==> config.mk <==
export PLATFORM = sky130hd
export DESIGN_NAME = multi_header_frame_receiver_crc16_core
export DESIGN_NICKNAME = d
export VERILOG_FILES = /design/src/design/mhfr_pkg.sv /design/src/design/multi_header_frame_receiver_crc16_core.sv
export VERILOG_INCLUDE_DIRS = /design/src /design/src/design
export SDC_FILE = /design/constraint.sdc
export NUM_CORES = 1
export LEC_CHECK = 0
export ABC_AREA = 0
export BUFFER_PORTS_ARGS = -buffer_cell sky130_fd_sc_hd__clkbuf_2
export CAP_MARGIN = 20
export CORE_AREA = 5 5 112 156
export CTS_CLUSTER_DIAMETER = 80
export DETAILED_ROUTE_END_ITERATION = 16
export DIE_AREA = 0 0 117 161
export HOLD_SLACK_MARGIN = 0.06
export PLACE_DENSITY = 0.72
export SYNTH_ARGS = -nofsm -noshare
export SYNTH_HDL_FRONTEND = slang
export SYNTH_SLANG_ARGS = --single-unit
==> constraint.sdc <==
create_clock -name clock -period 3.4 [get_ports clock]
set_input_delay 0.85 -clock clock [delete_from_list [all_inputs] [get_ports clock]]
set_output_delay 0.85 -clock clock [all_outputs]
set_load 0.01 [all_outputs]
==> src/design/multi_header_frame_receiver_crc16_core_assert.svh <==
// Assertion macros for the frame receiver core.
`ifndef MULTI_HEADER_FRAME_RECEIVER_CRC16_CORE_ASSERT_SVH
`define MULTI_HEADER_FRAME_RECEIVER_CRC16_CORE_ASSERT_SVH

// The consequent must hold in the same cycle as the antecedent.
`define MHFR_ASSERT_SAME(label, ante, cons, msg) \
   label: assert property (@(posedge clock) disable iff (reset) (ante) |-> (cons)) \
      else $error(msg);

// The consequent must hold in the cycle after the antecedent.
`define MHFR_ASSERT_NEXT(label, ante, cons, msg) \
   label: assert property (@(posedge clock) disable iff (reset) (ante) |=> (cons)) \
      else $error(msg);

`endif

==> src/design/mhfr_pkg.sv <==
// Types, constants and functions for the framed packet receiver.
package mhfr_pkg;

   localparam int KIND_COUNT = 3;
   localparam int QUEUE_DEPTH_DEFAULT = 4;

   localparam logic [7:0]  DEVICE_ID_RESET = 8'd128;
   localparam logic [15:0] CRC_POLY = 16'h8005;
   localparam logic [15:0] CRC_INIT = 16'hFFFF;
   localparam logic [3:0]  HEADER_LEN = 4'd4;

   localparam logic [31:0] HEADER_WORD [KIND_COUNT] = '{
      32'hBEBAADAB, 32'h0DF005B1, 32'hB5006BB1
   };
   localparam logic [3:0] FRAME_LEN [KIND_COUNT] = '{4'd7, 4'd14, 4'd11};

   typedef enum logic [1:0] {
      KIND_STATUS_REQ = 2'd0,
      KIND_HAND_CMD   = 2'd1,
      KIND_CONTROL    = 2'd2
   } frame_kind_type;

   typedef enum logic [1:0] {
      STATUS_ACCEPTED  = 2'd0,
      STATUS_CRC_ERROR = 2'd1,
      STATUS_OTHER_ID  = 2'd2
   } frame_status_type;

   // One queue entry holds every completion caused by one received byte.
   typedef struct packed {
      logic [KIND_COUNT-1:0]      hit;
      logic [KIND_COUNT-1:0][1:0] status;
   } qentry_type;

   // Header byte at position sel, low byte first.
   function automatic logic [7:0] header_byte(logic [31:0] word, logic [1:0] sel);
      logic [31:0] shifted;
      shifted = word >> {sel, 3'b000};
      return shifted[7:0];
   endfunction

   // One byte of CRC-16, MSB first, no reflection.
   function automatic logic [15:0] crc16_update(logic [15:0] acc, logic [7:0] data);
      logic [15:0] c;
      c = acc ^ {data, 8'h00};
      for (int k = 0; k < 8; k++) begin
         if (c[15]) begin
            c = {c[14:0], 1'b0} ^ CRC_POLY;
         end else begin
            c = {c[14:0], 1'b0};
         end
      end
      return c;
   endfunction

endpackage

==> src/design/multi_header_frame_receiver_crc16_core.sv <==
// Top level of the framed packet receiver with CRC-16 check.
//
// Usage: received bytes enter on the req_ channel (req_valid/req_ready,
// req_rx_byte). Three matchers, one per frame kind, update on every
// accepted byte. A byte that ends one or more frames produces one result
// per ended frame on the rsp_ channel, in kind order, with rsp_last_of_run
// set on the last result of that byte. Bytes that end no frame give nothing.
// Throughput: one byte per cycle while the result queue is not full; a byte
// that ends k frames occupies the result port for k results. The per-byte
// work is a header compare and a one-byte CRC update per matcher, all
// combinational and registered into the result queue with the byte.
// The result queue holds QueueDepth bytes' worth of results; req_ready is low
// only while it is full, so a stalled receiver backs up into the byte stream.
// Reset: all matchers restart, device_id returns to 128, the queue empties.
// The device_id register sits at address 0 of the APB-style port.
`include "multi_header_frame_receiver_crc16_core_assert.svh"

module multi_header_frame_receiver_crc16_core #(
   parameter int QueueDepth = mhfr_pkg::QUEUE_DEPTH_DEFAULT
) (
   input  logic        clock,
   input  logic        reset,
   input  logic        req_valid,
   output logic        req_ready,
   input  logic [7:0]  req_rx_byte,
   output logic        rsp_valid,
   input  logic        rsp_ready,
   output logic [1:0]  rsp_frame_kind,
   output logic [1:0]  rsp_frame_status,
   output logic        rsp_last_of_run,
   input  logic        psel,
   input  logic        penable,
   input  logic        pwrite,
   input  logic [2:0]  paddr,
   input  logic [31:0] pwdata,
   output logic [31:0] prdata,
   output logic        pready
);

   localparam int K = mhfr_pkg::KIND_COUNT;
   localparam int PtrW = (QueueDepth > 1) ? $clog2(QueueDepth) : 1;
   localparam int CntW = $clog2(QueueDepth + 1);
   localparam logic REG_DEVICE_ID = 1'b0;

   // Configuration
   logic [7:0] device_id_ff;
   logic       cfg_write;

   assign pready    = 1'b1;
   assign cfg_write = psel && penable && pwrite && pready;
   assign prdata    = (paddr[2] == REG_DEVICE_ID) ? {24'd0, device_id_ff} : 32'd0;

   always_ff @(posedge clock) begin
      if (reset) begin
         device_id_ff <= mhfr_pkg::DEVICE_ID_RESET;
      end else if (cfg_write && paddr[2] == REG_DEVICE_ID) begin
         device_id_ff <= pwdata[7:0];
      end
   end

   // Matcher state
   logic [3:0]  pos_ff   [K];
   logic [3:0]  pos_in   [K];
   logic        body_ff  [K];
   logic        body_in  [K];
   logic [15:0] crc_ff   [K];
   logic [15:0] crc_in   [K];
   logic [7:0]  first_ff [K];
   logic [7:0]  first_in [K];
   logic        idok_ff  [K];
   logic        idok_in  [K];

   logic                   req_fire;
   mhfr_pkg::qentry_type   new_entry;

   assign req_fire = req_valid && req_ready;

   always_comb begin
      logic [7:0] want;
      new_entry = '0;
      want = 8'd0;
      for (int i = 0; i < K; i++) begin
         pos_in[i]   = pos_ff[i];
         body_in[i]  = body_ff[i];
         crc_in[i]   = crc_ff[i];
         first_in[i] = first_ff[i];
         idok_in[i]  = idok_ff[i];
         if (!body_ff[i]) begin
            want = mhfr_pkg::header_byte(mhfr_pkg::HEADER_WORD[i], pos_ff[i][1:0]);
            if (pos_ff[i] < mhfr_pkg::HEADER_LEN && req_rx_byte == want) begin
               pos_in[i] = pos_ff[i] + 4'd1;
               if (pos_in[i] == mhfr_pkg::HEADER_LEN) begin
                  body_in[i] = 1'b1;
               end
            end else begin
               pos_in[i] = 4'd0;
            end
         end else begin
            if (pos_ff[i] == mhfr_pkg::HEADER_LEN) begin
               idok_in[i] = (req_rx_byte == device_id_ff);
            end
            if ({1'b0, pos_ff[i]} + 5'd2 < {1'b0, mhfr_pkg::FRAME_LEN[i]}) begin
               crc_in[i] = mhfr_pkg::crc16_update(crc_ff[i], req_rx_byte);
               pos_in[i] = pos_ff[i] + 4'd1;
            end else if ({1'b0, pos_ff[i]} + 5'd2 == {1'b0, mhfr_pkg::FRAME_LEN[i]}) begin
               first_in[i] = req_rx_byte;
               pos_in[i]   = pos_ff[i] + 4'd1;
            end else begin
               // Last byte of the frame: judge it and restart the matcher.
               new_entry.hit[i] = 1'b1;
               if (!idok_ff[i]) begin
                  new_entry.status[i] = mhfr_pkg::STATUS_OTHER_ID;
               end else if (first_ff[i] == crc_ff[i][15:8] && req_rx_byte == crc_ff[i][7:0]) begin
                  new_entry.status[i] = mhfr_pkg::STATUS_ACCEPTED;
               end else begin
                  new_entry.status[i] = mhfr_pkg::STATUS_CRC_ERROR;
               end
               pos_in[i]  = 4'd0;
               body_in[i] = 1'b0;
               crc_in[i]  = mhfr_pkg::CRC_INIT;
               idok_in[i] = 1'b0;
            end
         end
      end
   end

   always_ff @(posedge clock) begin
      for (int i = 0; i < K; i++) begin
         if (reset) begin
            pos_ff[i]  <= 4'd0;
            body_ff[i] <= 1'b0;
            crc_ff[i]  <= mhfr_pkg::CRC_INIT;
            idok_ff[i] <= 1'b0;
         end else if (req_fire) begin
            pos_ff[i]  <= pos_in[i];
            body_ff[i] <= body_in[i];
            crc_ff[i]  <= crc_in[i];
            idok_ff[i] <= idok_in[i];
         end
      end
   end

   always_ff @(posedge clock) begin
      if (req_fire) begin
         for (int i = 0; i < K; i++) begin
            first_ff[i] <= first_in[i];
         end
      end
   end

   // Result queue: one entry per byte that ended at least one frame.
   mhfr_pkg::qentry_type   queue_mem [QueueDepth];
   logic [PtrW-1:0]        wr_ptr_ff;
   logic [PtrW-1:0]        rd_ptr_ff;
   logic [CntW-1:0]        count_ff;
   logic [K-1:0]           done_ff;
   logic [K-1:0]           head_left;
   logic [K-1:0]           head_rest;
   mhfr_pkg::qentry_type   head;
   mhfr_pkg::frame_kind_type head_kind;
   logic                   push;
   logic                   pop;
   logic                   rsp_fire;

   assign req_ready = (count_ff != CntW'(QueueDepth));
   assign push      = req_fire && (new_entry.hit != '0);
   assign head      = queue_mem[rd_ptr_ff];
   assign head_left = head.hit & ~done_ff;
   assign rsp_valid = (count_ff != '0);
   assign rsp_fire  = rsp_valid && rsp_ready;

   always_comb begin
      if (head_left[0]) begin
         head_kind = mhfr_pkg::KIND_STATUS_REQ;
      end else if (head_left[1]) begin
         head_kind = mhfr_pkg::KIND_HAND_CMD;
      end else begin
         head_kind = mhfr_pkg::KIND_CONTROL;
      end
      head_rest = head_left & ~(K'(1) << head_kind);
   end

   assign rsp_frame_kind   = head_kind;
   assign rsp_frame_status = head.status[head_kind];
   assign rsp_last_of_run  = (head_rest == '0);
   assign pop              = rsp_fire && rsp_last_of_run;

   always_ff @(posedge clock) begin
      if (push) begin
         queue_mem[wr_ptr_ff] <= new_entry;
      end
   end

   always_ff @(posedge clock) begin
      if (reset) begin
         wr_ptr_ff <= '0;
         rd_ptr_ff <= '0;
         count_ff  <= '0;
         done_ff   <= '0;
      end else begin
         if (push) begin
            wr_ptr_ff <= (wr_ptr_ff == PtrW'(QueueDepth - 1)) ? '0 : wr_ptr_ff + PtrW'(1);
         end
         if (pop) begin
            rd_ptr_ff <= (rd_ptr_ff == PtrW'(QueueDepth - 1)) ? '0 : rd_ptr_ff + PtrW'(1);
            done_ff   <= '0;
         end else if (rsp_fire) begin
            done_ff <= done_ff | (K'(1) << head_kind);
         end
         if (push && !pop) begin
            count_ff <= count_ff + CntW'(1);
         end else if (pop && !push) begin
            count_ff <= count_ff - CntW'(1);
         end
      end
   end

   `MHFR_ASSERT_SAME(a_head_not_empty, rsp_valid, head_left != '0,
      "Result queue head holds no pending result.")
   `MHFR_ASSERT_NEXT(a_run_continues, rsp_fire && !rsp_last_of_run, rsp_valid,
      "Result run ended before its last result.")
   `MHFR_ASSERT_SAME(a_body_after_header, 1'b1,
      (body_ff[0] == (pos_ff[0] >= mhfr_pkg::HEADER_LEN)) &&
      (body_ff[1] == (pos_ff[1] >= mhfr_pkg::HEADER_LEN)) &&
      (body_ff[2] == (pos_ff[2] >= mhfr_pkg::HEADER_LEN)),
      "Matcher body flag disagrees with its position.")
   `MHFR_ASSERT_SAME(a_count_bound, 1'b1, count_ff <= CntW'(QueueDepth),
      "Result queue count exceeds its depth.")

endmodule

After elaboration in Yosys (flattened, before gate mapping)
Memories as Yosys holds them, arrays and structs flattened. A register that Yosys moved wholly into a read port is not among the register bits.
Index checks and enable logic that the tools add are counted.
{"block": "classes", "bitwise_logic": 45, "addsub": 10, "mux": 178, "n_reduce_logical": 22, "n_lt_le_gt_ge": 7, "n_shift": 4, "eq_ne": 22}
{"cell": "16-bit 2-to-1 mux", "n": 78}
{"cell": "8-bit == test", "n": 10}
{"cell": "8-bit 2-to-1 mux", "n": 10}
{"cell": "3-bit NOT", "n": 26}
{"cell": "32-bit by 5-bit right shift with 8-bit output, first input constant", "n": 2}
{"cell": "4-bit 2-to-1 mux", "n": 15}
{"cell": "1-bit 2-to-1 mux", "n": 53}
{"cell": "16-bit bitwise XOR", "n": 3}
{"cell": "2-bit 2-to-1 mux", "n": 19}
{"cell": "28-bit by 5-bit right shift with 8-bit output, first input constant", "n": 1}
{"cell": "4-bit by 3-bit == test with 1-bit output, second input constant", "n": 6}
{"cell": "4-bit by 2-bit adder with 5-bit output, second input constant", "n": 3}
{"cell": "1-bit logical AND", "n": 15}
{"cell": "4-bit by 1-bit adder with 4-bit output, second input constant", "n": 3}
{"cell": "4-bit by 3-bit less-than comparator with 1-bit output, second input constant", "n": 3}
{"cell": "1-bit bitwise OR", "n": 12}
{"cell": "5-bit by 4-bit == test with 1-bit output, second input constant", "n": 2}
{"cell": "5-bit by 4-bit less-than comparator with 1-bit output, second input constant", "n": 2}
{"cell": "3-bit bitwise AND", "n": 2}
{"cell": "3-bit 2-to-1 mux", "n": 2}
{"cell": "3-bit nonzero test", "n": 2}
{"cell": "5-bit by 3-bit == test with 1-bit output, second input constant", "n": 1}
{"cell": "5-bit by 3-bit less-than comparator with 1-bit output, second input constant", "n": 1}
{"cell": "2-bit by 1-bit adder with 2-bit output, second input constant", "n": 2}
{"cell": "other kinds (13)", "n": 15}
{"block": "word_totals", "n_memories": 6, "reg_bits": 18, "ram_bits": 126}
{"memory": "crc_ff", "words": 3, "width": 16, "rd": 3, "rd_ports_with_merged_regs": 0, "write_ports": 3, "line": "multi_header_frame_receiver_crc16_core.sv:66", "text": "logic [15:0] crc_ff [K];"}
{"memory": "queue_mem", "words": 4, "width": 9, "rd": 1, "rd_ports_with_merged_regs": 1, "write_ports": 1, "line": "multi_header_frame_receiver_crc16_core.sv:152", "text": "mhfr_pkg::qentry_type queue_mem [QueueDepth];"}
{"memory": "first_ff", "words": 3, "width": 8, "rd": 3, "rd_ports_with_merged_regs": 0, "write_ports": 3, "line": "multi_header_frame_receiver_crc16_core.sv:68", "text": "logic [7:0] first_ff [K];"}
{"memory": "pos_ff", "words": 3, "width": 4, "rd": 3, "rd_ports_with_merged_regs": 0, "write_ports": 3, "line": "multi_header_frame_receiver_crc16_core.sv:62", "text": "logic [3:0] pos_ff [K];"}
{"memory": "body_ff", "words": 3, "width": 1, "rd": 3, "rd_ports_with_merged_regs": 0, "write_ports": 3, "line": "multi_header_frame_receiver_crc16_core.sv:64", "text": "logic body_ff [K];"}
{"memory": "idok_ff", "words": 3, "width": 1, "rd": 3, "rd_ports_with_merged_regs": 0, "write_ports": 3, "line": "multi_header_frame_receiver_crc16_core.sv:70", "text": "logic idok_ff [K];"}

Longest topological paths before layout
Gate-level depths: netlist (run 1).
An unclocked memory read counts as a cell.
{"block": "depth", "ltp_word": 35, "ltp_mapped": 12}

Least setup slack after synthesis (run 1)
Ideal clock, no wire load.
{"block": "synth_timing", "kind": "register to register", "startpoint": "memory pos_ff[2][1]", "endpoint": "register count_ff[2]", "setup_time_ns": 0.070, "n_path_buf": 0, "t_arrival_ns": 2.829, "path_stages_with_launch": 13, "setup_slack_ns": 0.501, "cell_sequence": "edfxtp_1 > inv_1 > ha_1 > a21oi_1 > o21ai_2 > o211ai_1 > a31oi_2 > ha_1 > inv_1 > fa_1 > xor2_1 > or3_1 > a21oi_1"}
{"element": "start, declared", "line": "multi_header_frame_receiver_crc16_core.sv:62"}
{"element": "end signal, assigned", "line": "multi_header_frame_receiver_crc16_core.sv:211", "text": "count_ff <= count_ff + CntW'(1);"}
{"element": "end signal, assigned", "line": "multi_header_frame_receiver_crc16_core.sv:213", "text": "count_ff <= count_ff - CntW'(1);"}
{"element": "end, declared", "line": "multi_header_frame_receiver_crc16_core.sv:155", "text": "logic [CntW-1:0] count_ff;"}

==> results of run 1 <==
## state kept, by name (all words and copies together), names as in the netlist, named ones only
name and count:
wr_ptr_ff 2, queue_mem 36, body_ff 3, done_ff 3, count_ff 3, first_ff 24, crc_ff 48, pos_ff 12
device_id_ff 8, rd_ptr_ff 2, idok_ff 3
## cell type report
type / instances / area, sq um
fillers: 1309 / 6919
flip-flops and latches: 146 / 4189
multi-input cells: 489 / 3547
clock buffers: 21 / 460.4
repair buffers: 59 / 347.8
well taps: 199 / 249.0
clock inverters: 11 / 185.2
inverters: 18 / 67.56
## critical path: stages (launching register included)
cell and delay, ns:
sky130_fd_sc_hd__dfxtp_4 0.39, sky130_fd_sc_hd__mux2_2 0.38, sky130_fd_sc_hd__a2bb2oi_4 0.18, sky130_fd_sc_hd__nor2b_2 0.18, sky130_fd_sc_hd__buf_4 0.17, sky130_fd_sc_hd__mux2_1 0.34
sky130_fd_sc_hd__o22ai_1 0.17, sky130_fd_sc_hd__o31ai_1 0.09, sky130_fd_sc_hd__clkbuf_2 0.13
## metal layers
metal	vias to the layer above	track usage, %	wire length [um]
met2	124	32.78	9044
met1	2506	21.86	6647
li1	2416	-	-
met3	32	3.486	576
met5	-	0	0
met4	0	7.877	403
## metrics by stage
step	hold WS (ns)	setup TNS [ns]	util, %	total power [mW]
2_1_floorplan	0.4280	0	-	3.193
3_3_place_gp	0.4477	0	52.40	3.457
3_5_place_dp	0.4489	0	52.40	3.502
4_1_cts	0.4682	0	56.47	5.542
5_1_grt	0.5014	-0.002971	56.66	5.777
6_report	0.4649	0	56.66	5.522
## logic make-up (layout without fill, tap and decap cells)
| group | count (synthesis) | after routing |
|---|---|---|
| multiplexers | 20 | 20 |
| buffers and inverters | 66 | 109 |
| flip-flops | 146 | 146 |
| other | 2 | 25 |
| AND/OR/NAND/NOR | 218 | 218 |
| adder cells (fa/ha/maj) | 27 | 27 |
| XOR/XNOR | 145 | 145 |
| AO/OA/AOI/OAI | 54 | 54 |
## worst max path at each step
stage	end	slack, ns	cells after the start
after floorplan	count_ff[2]	0.50	12
after global placement	rsp_frame_status[0]	0.36	8
after detailed placement	count_ff[2]	0.26	11
after CTS	rsp_frame_status[0]	0.03	8
after global routing	rsp_frame_status[1]	-0.003	8
final	rsp_frame_status[0]	0.1	8
## cells in the final DEF, fill, tap and decap left out, types with 4 or more instances in the layout
| cell | netlist | layout |
|---|---|---|
| sky130_fd_sc_hd__xor2_1 | 69 | 69 |
| sky130_fd_sc_hd__edfxtp_1 | 126 | 126 |
| sky130_fd_sc_hd__mux2i_1 | 8 | 7 |
| sky130_fd_sc_hd__mux2_1 | 5 | 5 |
| sky130_fd_sc_hd__o21ai_0 | 6 | 6 |
| sky130_fd_sc_hd__nor4_1 | 13 | 13 |
| sky130_fd_sc_hd__mux4_2 | 5 | 5 |
| sky130_fd_sc_hd__inv_1 | 17 | 17 |
| sky130_fd_sc_hd__conb_1 | 2 | 25 |
| sky130_fd_sc_hd__nor3_1 | 7 | 7 |
| sky130_fd_sc_hd__nand2b_1 | 22 | 22 |
| sky130_fd_sc_hd__or3_1 | 10 | 10 |
| sky130_fd_sc_hd__xnor2_1 | 68 | 68 |
| sky130_fd_sc_hd__o31ai_1 | 4 | 4 |
| sky130_fd_sc_hd__nand4_1 | 6 | 6 |
| sky130_fd_sc_hd__clkbuf_2 | 0 | 38 |
| sky130_fd_sc_hd__nand3_1 | 9 | 9 |
| sky130_fd_sc_hd__nor2b_1 | 15 | 14 |
| sky130_fd_sc_hd__and3_1 | 7 | 7 |
| sky130_fd_sc_hd__clkbuf_16 | 0 | 17 |
| sky130_fd_sc_hd__nor2_1 | 37 | 37 |
| sky130_fd_sc_hd__dfxtp_1 | 20 | 18 |
| sky130_fd_sc_hd__a21oi_1 | 19 | 19 |
| sky130_fd_sc_hd__bufinv_16 | 0 | 5 |
| sky130_fd_sc_hd__buf_4 | 27 | 21 |
| sky130_fd_sc_hd__ha_1 | 25 | 25 |
| sky130_fd_sc_hd__nand2_1 | 73 | 73 |
| sky130_fd_sc_hd__and2_1 | 7 | 7 |
## report_power, final
part	switching (mW)	internal, mW
clock network	0.696	1.33
logic	0.657	0.552
registers	0.161	2.12
total	1.51	4.01
## repair_timing
item,CTS,global route
gates resized for setup,2,5
pin swaps,0,0
endpoints found under the setup margin,2,2
hold endpoints to repair,0,0
buffers inserted,0,1
==> impl_summary.log, run 1 <==
[metrics] Post-Synthesis Cells: 678
[metrics] non-filler cells, final: 943
[metrics] die area: 18840 sq um
[metrics] number of cells on the worst reg-to-reg path: 11
[metrics] number of distinct library cells after synthesis: 61
[metrics] adder-cell share of the synthesized area: 4.297%
[metrics] fraction of post-synthesis cell area in the top cell type by area: 47.42%
[metrics] Cell Pwr Density: 610.4 nW/um^2
[metrics] final setup margin: 0.09553 ns
[metrics] largest family of logic cells by synthesized area: XOR/XNOR gates
[metrics] number of diodes: 0
[metrics] number of placed I/O pins: 90
[metrics] CTS root buf: sky130_fd_sc_hd__clkbuf_16
[metrics] Final Hold Vio Count: 0
[metrics] row count: 55
[metrics] post-synthesis share of cell area spent on and, or, nand and nor gates: 13.71%
[metrics] average vias per placed instance: 5.385
[metrics] drt initial violations: 279
[metrics] gp weighted congestion: 0.8417
[metrics] detailed placer's ending HPWL: 12000 um
[metrics] predominant post-synthesis flop cell: sky130_fd_sc_hd__edfxtp_1
[metrics] synthesized area per cell: 11.77 sq um
[metrics] critical path start-end classification: reg -> out
[metrics] number of hold buffers added after cts: 0
[metrics] Die H: 161 um
[metrics] Peak Freq: 302.6 MHz
[metrics] xor and xnor area share after synthesis: 17.19%
[metrics] top post-synthesis cells by area: sky130_fd_sc_hd__edfxtp_1 (47%), sky130_fd_sc_hd__xor2_1 (7.6%), sky130_fd_sc_hd__xnor2_1 (7.5%), sky130_fd_sc_hd__dfxtp_1 (5.0%), sky130_fd_sc_hd__ha_1 (3.9%)
[metrics] sequential cell area fraction in the yosys report: 52.44%
[metrics] vias in the first global route: 5291
[metrics] WL final: 16670 um
[metrics] number of iterations in the first detailed-routing pass: 5
[metrics] final routed wire length divided by cell count: 17.68 um
[metrics] number of flops mapped to enable cells by yosys: 126
[metrics] worst supply voltage drop on vdd: 386.7 uV
[metrics] path category of the worst min-delay check: reg -> reg
[metrics] number of placed cells counting well taps: 910
[metrics] clock tree from TritonCTS: done
[metrics] effective utilization at floorplan: 49.98%
[metrics] setup slack of the worst register-to-register path: 0.25 ns
[metrics] Post-synth ARST share: 0%
[metrics] H-tree depth reported by CTS: 4
[metrics] CP Capture Type: primary output
[metrics] most frequently used cell type in the post-synthesis netlist: sky130_fd_sc_hd__edfxtp_1
[metrics] number of CTS-inserted buffers: 17
[metrics] Period Utilization, post-route: 97.19%
[metrics] final critical path time including I/O delays and setup: 3.304 ns
[metrics] Die W: 117 um
[metrics] synthesized-area fraction occupied by ao, oa, aoi and oai cells: 4.406%
[metrics] R2R Path Start: pos_ff[2][2]
[metrics] total number of yosys warnings: 0
[metrics] final setup vio count: 0
[metrics] largest net degree at the start of global routing: 25
[metrics] endpoint required time on the critical path: 2.55 ns
[metrics] endpoint of the worst-slack reg-to-reg timing path: count_ff[2]
[metrics] number of sinks driven by the clock tree: 146
[metrics] finished layout cell area: 9046 sq um
[metrics] Min-Delay Endpoint: done_ff[0]
[metrics] post-synth top area cell: sky130_fd_sc_hd__edfxtp_1
[metrics] Arrival @ worst endpoint: 2.45 ns
[metrics] count of pins over their slew limit: 0
[metrics] WHS Path Cells: 2
[metrics] final worst clock skew: 0.007790 ns
[metrics] synthesis-to-layout area growth: 13.38%
[metrics] peak fanout along the critical path: 7
[metrics] transition at the pin with the smallest max-transition slack: 0.8080 ns
[metrics] total routing usage reported by global routing: 18.63%
[metrics] standard cell core area: 15970 sq um
[metrics] nets@finish: 807
[metrics] clock insertion delay at the later pin of the skew report: 0.42 ns
[metrics] count of vias placed by the detailed router: 5078
[metrics] post-synthesis cell area: 7979 sq um
[metrics] run status: finished, final reports clean
[metrics] share of cell area taken by muxes after synthesis: 3.403%
[metrics] most used standard cells in the synthesized netlist: sky130_fd_sc_hd__edfxtp_1 (126), sky130_fd_sc_hd__nand2_1 (73), sky130_fd_sc_hd__xor2_1 (69)
[metrics] total global routing overflow: 0
[metrics] fraction of final layout cells sized beyond drive strength 1: 14.38%
[metrics] Max transition margin: 46.13%
[metrics] number of synthesized register bits: 146
[metrics] Placed Area: 8366 sq um
[metrics] number of buffers added on ports: 38
[metrics] Clock Tree Buf Depth: 2
[metrics] Max Cap Viol: 0
[metrics] leakage: 3.296 nW
[metrics] final routed DRC violation total: 0
[metrics] pre-CTS worst setup slack: 0.2641 ns
[metrics] kind of start point of the critical path: flop
[metrics] initial antenna violation count: 0
[metrics] count of nets left with antenna violations after detail routing: 0
[metrics] clk slew on worst S/H paths: 0.06 ns
[metrics] launch point of the worst hold path: done_ff[0]
[metrics] first-pass GRT wire length: 26990 um
Power figures use the tool's default switching activity.
==> inputs of run 2 (changes only) <==
--- a/config.mk
+++ b/config.mk
@@ -9,12 +9,12 @@
 export ABC_AREA = 0
 export BUFFER_PORTS_ARGS = -buffer_cell sky130_fd_sc_hd__clkbuf_2
 export CAP_MARGIN = 20
-export CORE_AREA = 5 5 112 156
+export CORE_AREA = 5 5 123 125
 export CTS_CLUSTER_DIAMETER = 80
 export DETAILED_ROUTE_END_ITERATION = 16
-export DIE_AREA = 0 0 117 161
+export DIE_AREA = 0 0 128 130
 export HOLD_SLACK_MARGIN = 0.06
-export PLACE_DENSITY = 0.72
+export PLACE_DENSITY = 0.81
 export SYNTH_ARGS = -nofsm -noshare
 export SYNTH_HDL_FRONTEND = slang
 export SYNTH_SLANG_ARGS = --single-unit
==> run 2 against run 1 <==
Against the previous run:
- via count up 0.67%
- first-iteration DRC count increased by 66%
- worst setup slack got worse by 0.0036 ns
- register-to-register slack improved by 0.09 ns
- clock-buffer cell count down 3
- non-clock buffer count grew 1
- power decreased by 3.4%
- clock skew is 0.0019 ns higher
- die area fell by 12%
- design area fell by 0.90%
- utilization increased by 8.4 points
- critical path type unchanged
==> impl_summary.log, run 2 (synthesis gave the netlist of run 1 again) <==
[metrics] buffers and inverters on the worst path: 2 (unchanged)
[metrics] standard cell core area: 13770 sq um (-14%)
[metrics] Die W: 128 um (+9.4%)
[metrics] Max transition margin: 40.54% (-5.6 points)
[metrics] count of nets left with antenna violations after detail routing: 0 (unchanged)
[metrics] CP Capture Type: primary output
[metrics] path category of the worst min-delay check: reg -> reg
[metrics] number of buffers added on ports: 38 (unchanged)
[metrics] switching power share of the total: 29.59% (+2.2 points)
[metrics] WL final: 16980 um (+1.9%)
[metrics] Top Registers: crc_ff (48), queue_mem (36), first_ff (24)
[metrics] total routing usage reported by global routing: 20.84% (+2.2 points)
[metrics] critical path start-end classification: reg -> out
[metrics] fraction of final layout cells sized beyond drive strength 1: 14.77% (+0.38 points)
[metrics] part of the total power dissipated in the clock network: 34.0% (-2.8 points)
[metrics] non-filler cells, final: 925 (-1.9%)
[metrics] die area: 16640 sq um (-12%)
[metrics] run status: finished, final reports clean
[metrics] clock insertion delay at the later pin of the skew report: 0.42 ns (about the same)
[metrics] nets@finish: 808 (+0.12%)
[metrics] Internal Power: 3.757 mW (-6.3%)
[metrics] endpoint required time on the critical path: 2.55 ns (about the same)
[metrics] Sequential Power Share: 42.9% (+1.6 points)
[metrics] setup slack of the worst register-to-register path: 0.34 ns (+0.09 ns)
[metrics] final worst clock skew: 0.009668 ns (+0.001878 ns)
[metrics] Max Cap Viol: 0 (unchanged)
[metrics] Cell Pwr Density: 595.2 nW/um^2 (-2.5%)
[metrics] number of iterations in the first detailed-routing pass: 5 (unchanged)
[metrics] row count: 43 (-22%)
[metrics] transition at the pin with the smallest max-transition slack: 0.8919 ns (+0.08388 ns)
[metrics] WHS: 0.4807 ns (+0.01584 ns)
[metrics] Final Hold Vio Count: 0 (unchanged)
[metrics] Placed Area: 8349 sq um (-0.19%)
[metrics] Clock Tree Buf Depth: 2 (unchanged)
[metrics] number of diodes: 0 (unchanged)
[metrics] clk slew on worst S/H paths: 0.06 ns (about the same)
[metrics] final routed wire length divided by cell count: 18.36 um (+3.9%)
[metrics] effective utilization at floorplan: 57.93% (+8.0 points)
[metrics] Top delay family on crit path: multiplexers
[metrics] cell chain of the critical path: mux2_2 > a2bb2oi_4 > nor2b_4 > buf_6 > mux2_1 > o22ai_1 > o31ai_2 > clkbuf_2
[metrics] vias in the first global route: 5129 (-3.1%)
[metrics] worst supply voltage drop on vdd: 683.1 uV (+77%)
[metrics] combinational share of power: 23.2% (+1.3 points)
[metrics] final critical path time including I/O delays and setup: 3.308 ns (+0.003552 ns)
[metrics] kind of start point of the critical path: flop
[metrics] largest net degree at the start of global routing: 25 (unchanged)
[metrics] final routed DRC violation total: 0 (unchanged)
[metrics] clock tree from TritonCTS: done
[metrics] Arrival @ worst endpoint: 2.46 ns (about the same)
[metrics] peak fanout along the critical path: 7 (unchanged)
[metrics] count of pins over their slew limit: 0 (unchanged)
[metrics] drt initial violations: 462 (+66%)
[metrics] synthesis-to-layout area growth: 12.36%
[metrics] CP max stage delay: 0.40 ns (about the same)
[metrics] number of CTS-inserted buffers: 17 (unchanged)
[metrics] number of placed cells counting well taps: 892 (-2.0%)
[metrics] H-tree depth reported by CTS: 4 (unchanged)
[metrics] most frequent standard cell in the layout excluding fill and tap cells: sky130_fd_sc_hd__edfxtp_1
[metrics] number of hold buffers added after cts: 0 (unchanged)
[metrics] number of placed I/O pins: 90 (unchanged)
[metrics] Biggest register: crc_ff
[metrics] Period Utilization, post-route: 97.29% (+0.10 points)
[metrics] NetSw: 1.579 mW (+4.3%)
[metrics] leakage: 3.266 nW (-0.90%)
[metrics] top library cells by usage in the layout, fill and taps aside: sky130_fd_sc_hd__edfxtp_1 (126), sky130_fd_sc_hd__nand2_1 (73), sky130_fd_sc_hd__xor2_1 (69), sky130_fd_sc_hd__xnor2_1 (68), sky130_fd_sc_hd__clkbuf_2 (38)
[metrics] first-pass GRT wire length: 26560 um (-1.6%)
[metrics] number of sinks driven by the clock tree: 146 (unchanged)
[metrics] Max stage delay cell, worst path: sky130_fd_sc_hd__dfxtp_4
[metrics] finished layout cell area: 8965 sq um (-0.90%)
[metrics] detailed placer's ending HPWL: 11730 um (-2.2%)
[metrics] count of vias placed by the detailed router: 5112 (+0.67%)
[metrics] flip-flop count of the largest register after layout: 48 (unchanged)
[metrics] CTS root buf: sky130_fd_sc_hd__clkbuf_16
[metrics] gp weighted congestion: 0.8498 (+0.96%)
[metrics] initial antenna violation count: 0 (unchanged)
[metrics] Peak Freq: 302.3 MHz (-0.11%)
[metrics] Die H: 130 um (-19%)
[metrics] total global routing overflow: 0 (unchanged)
[metrics] average vias per placed instance: 5.526 (+2.6%)
[metrics] final setup vio count: 0 (unchanged)
[metrics] core occupancy in the finished layout: 65.09% (+8.4 points)
-- run 2: worst paths after layout --
kind / startpoint / end / cells past startpoint
worst max-delay path: flop / rsp_frame_status[0] / 8
worst min-delay path: done_ff[2] / done_ff[2] / 2
worst max register to register: pos_ff[1][1] / count_ff[2] / 11
worst min register to register: done_ff[2] / done_ff[2] / 2
-- run 2: per-stage QoR --
stage | setup WS [ns] | setup TNS (ns) | power [mW]
final | 0.09198 | 0 | 5.336
after floorplan | 0.5011 | 0 | 3.193
after global routing | -0.004917 | -0.004917 | 5.570
after CTS | 0.0001334 | 0 | 5.319
after global placement | 0.3269 | 0 | 3.440
after detailed placement | 0.3111 | 0 | 3.506
-- run 2: worst min-delay path, cell delays in order (launching register included) --
cell	delay, ns
sky130_fd_sc_hd__dfxtp_1	0.33
sky130_fd_sc_hd__a21oi_1	0.05
sky130_fd_sc_hd__nor2_1	0.07
-- run 2: power groups by stage --
stage / sequential, mW / combinational (mW) / clock [mW]
after global routing: 2.31 / 1.36 / 1.90
after CTS: 2.29 / 1.21 / 1.82
after global placement: 2.31 / 1.13 / 0
after detailed placement: 2.32 / 1.19 / 0
final: 2.29 / 1.24 / 1.81
after floorplan: 2.25 / 0.940 / 0
-- run 2: final cells by class --
cell class / count / area [sq um]
fillers: 1019 / 4808
clock inverters: 14 / 137.6
flip-flops and latches: 146 / 4189
repair buffers: 60 / 359.1
inverters: 18 / 67.56
well taps: 180 / 225.2
clock buffers: 18 / 429.2
multi-input cells: 489 / 3557
-- run 2: routing by layer --
| metal | share of wire [%] | track usage, % |
|---|---|---|
| met4 | 1.5 | 6.180 |
| met2 | 52 | 36.51 |
| met3 | 5.2 | 4.175 |
| met1 | 42 | 26.35 |
| met5 | 0 | 0 |
-- run 2: what timing repair did --
item / 4_1_cts / 5_1_grt
setup buffers: 0 / 1
pin swaps: 0 / 2
endpoints found under the setup margin: 2 / 2
resized for setup: 3 / 7
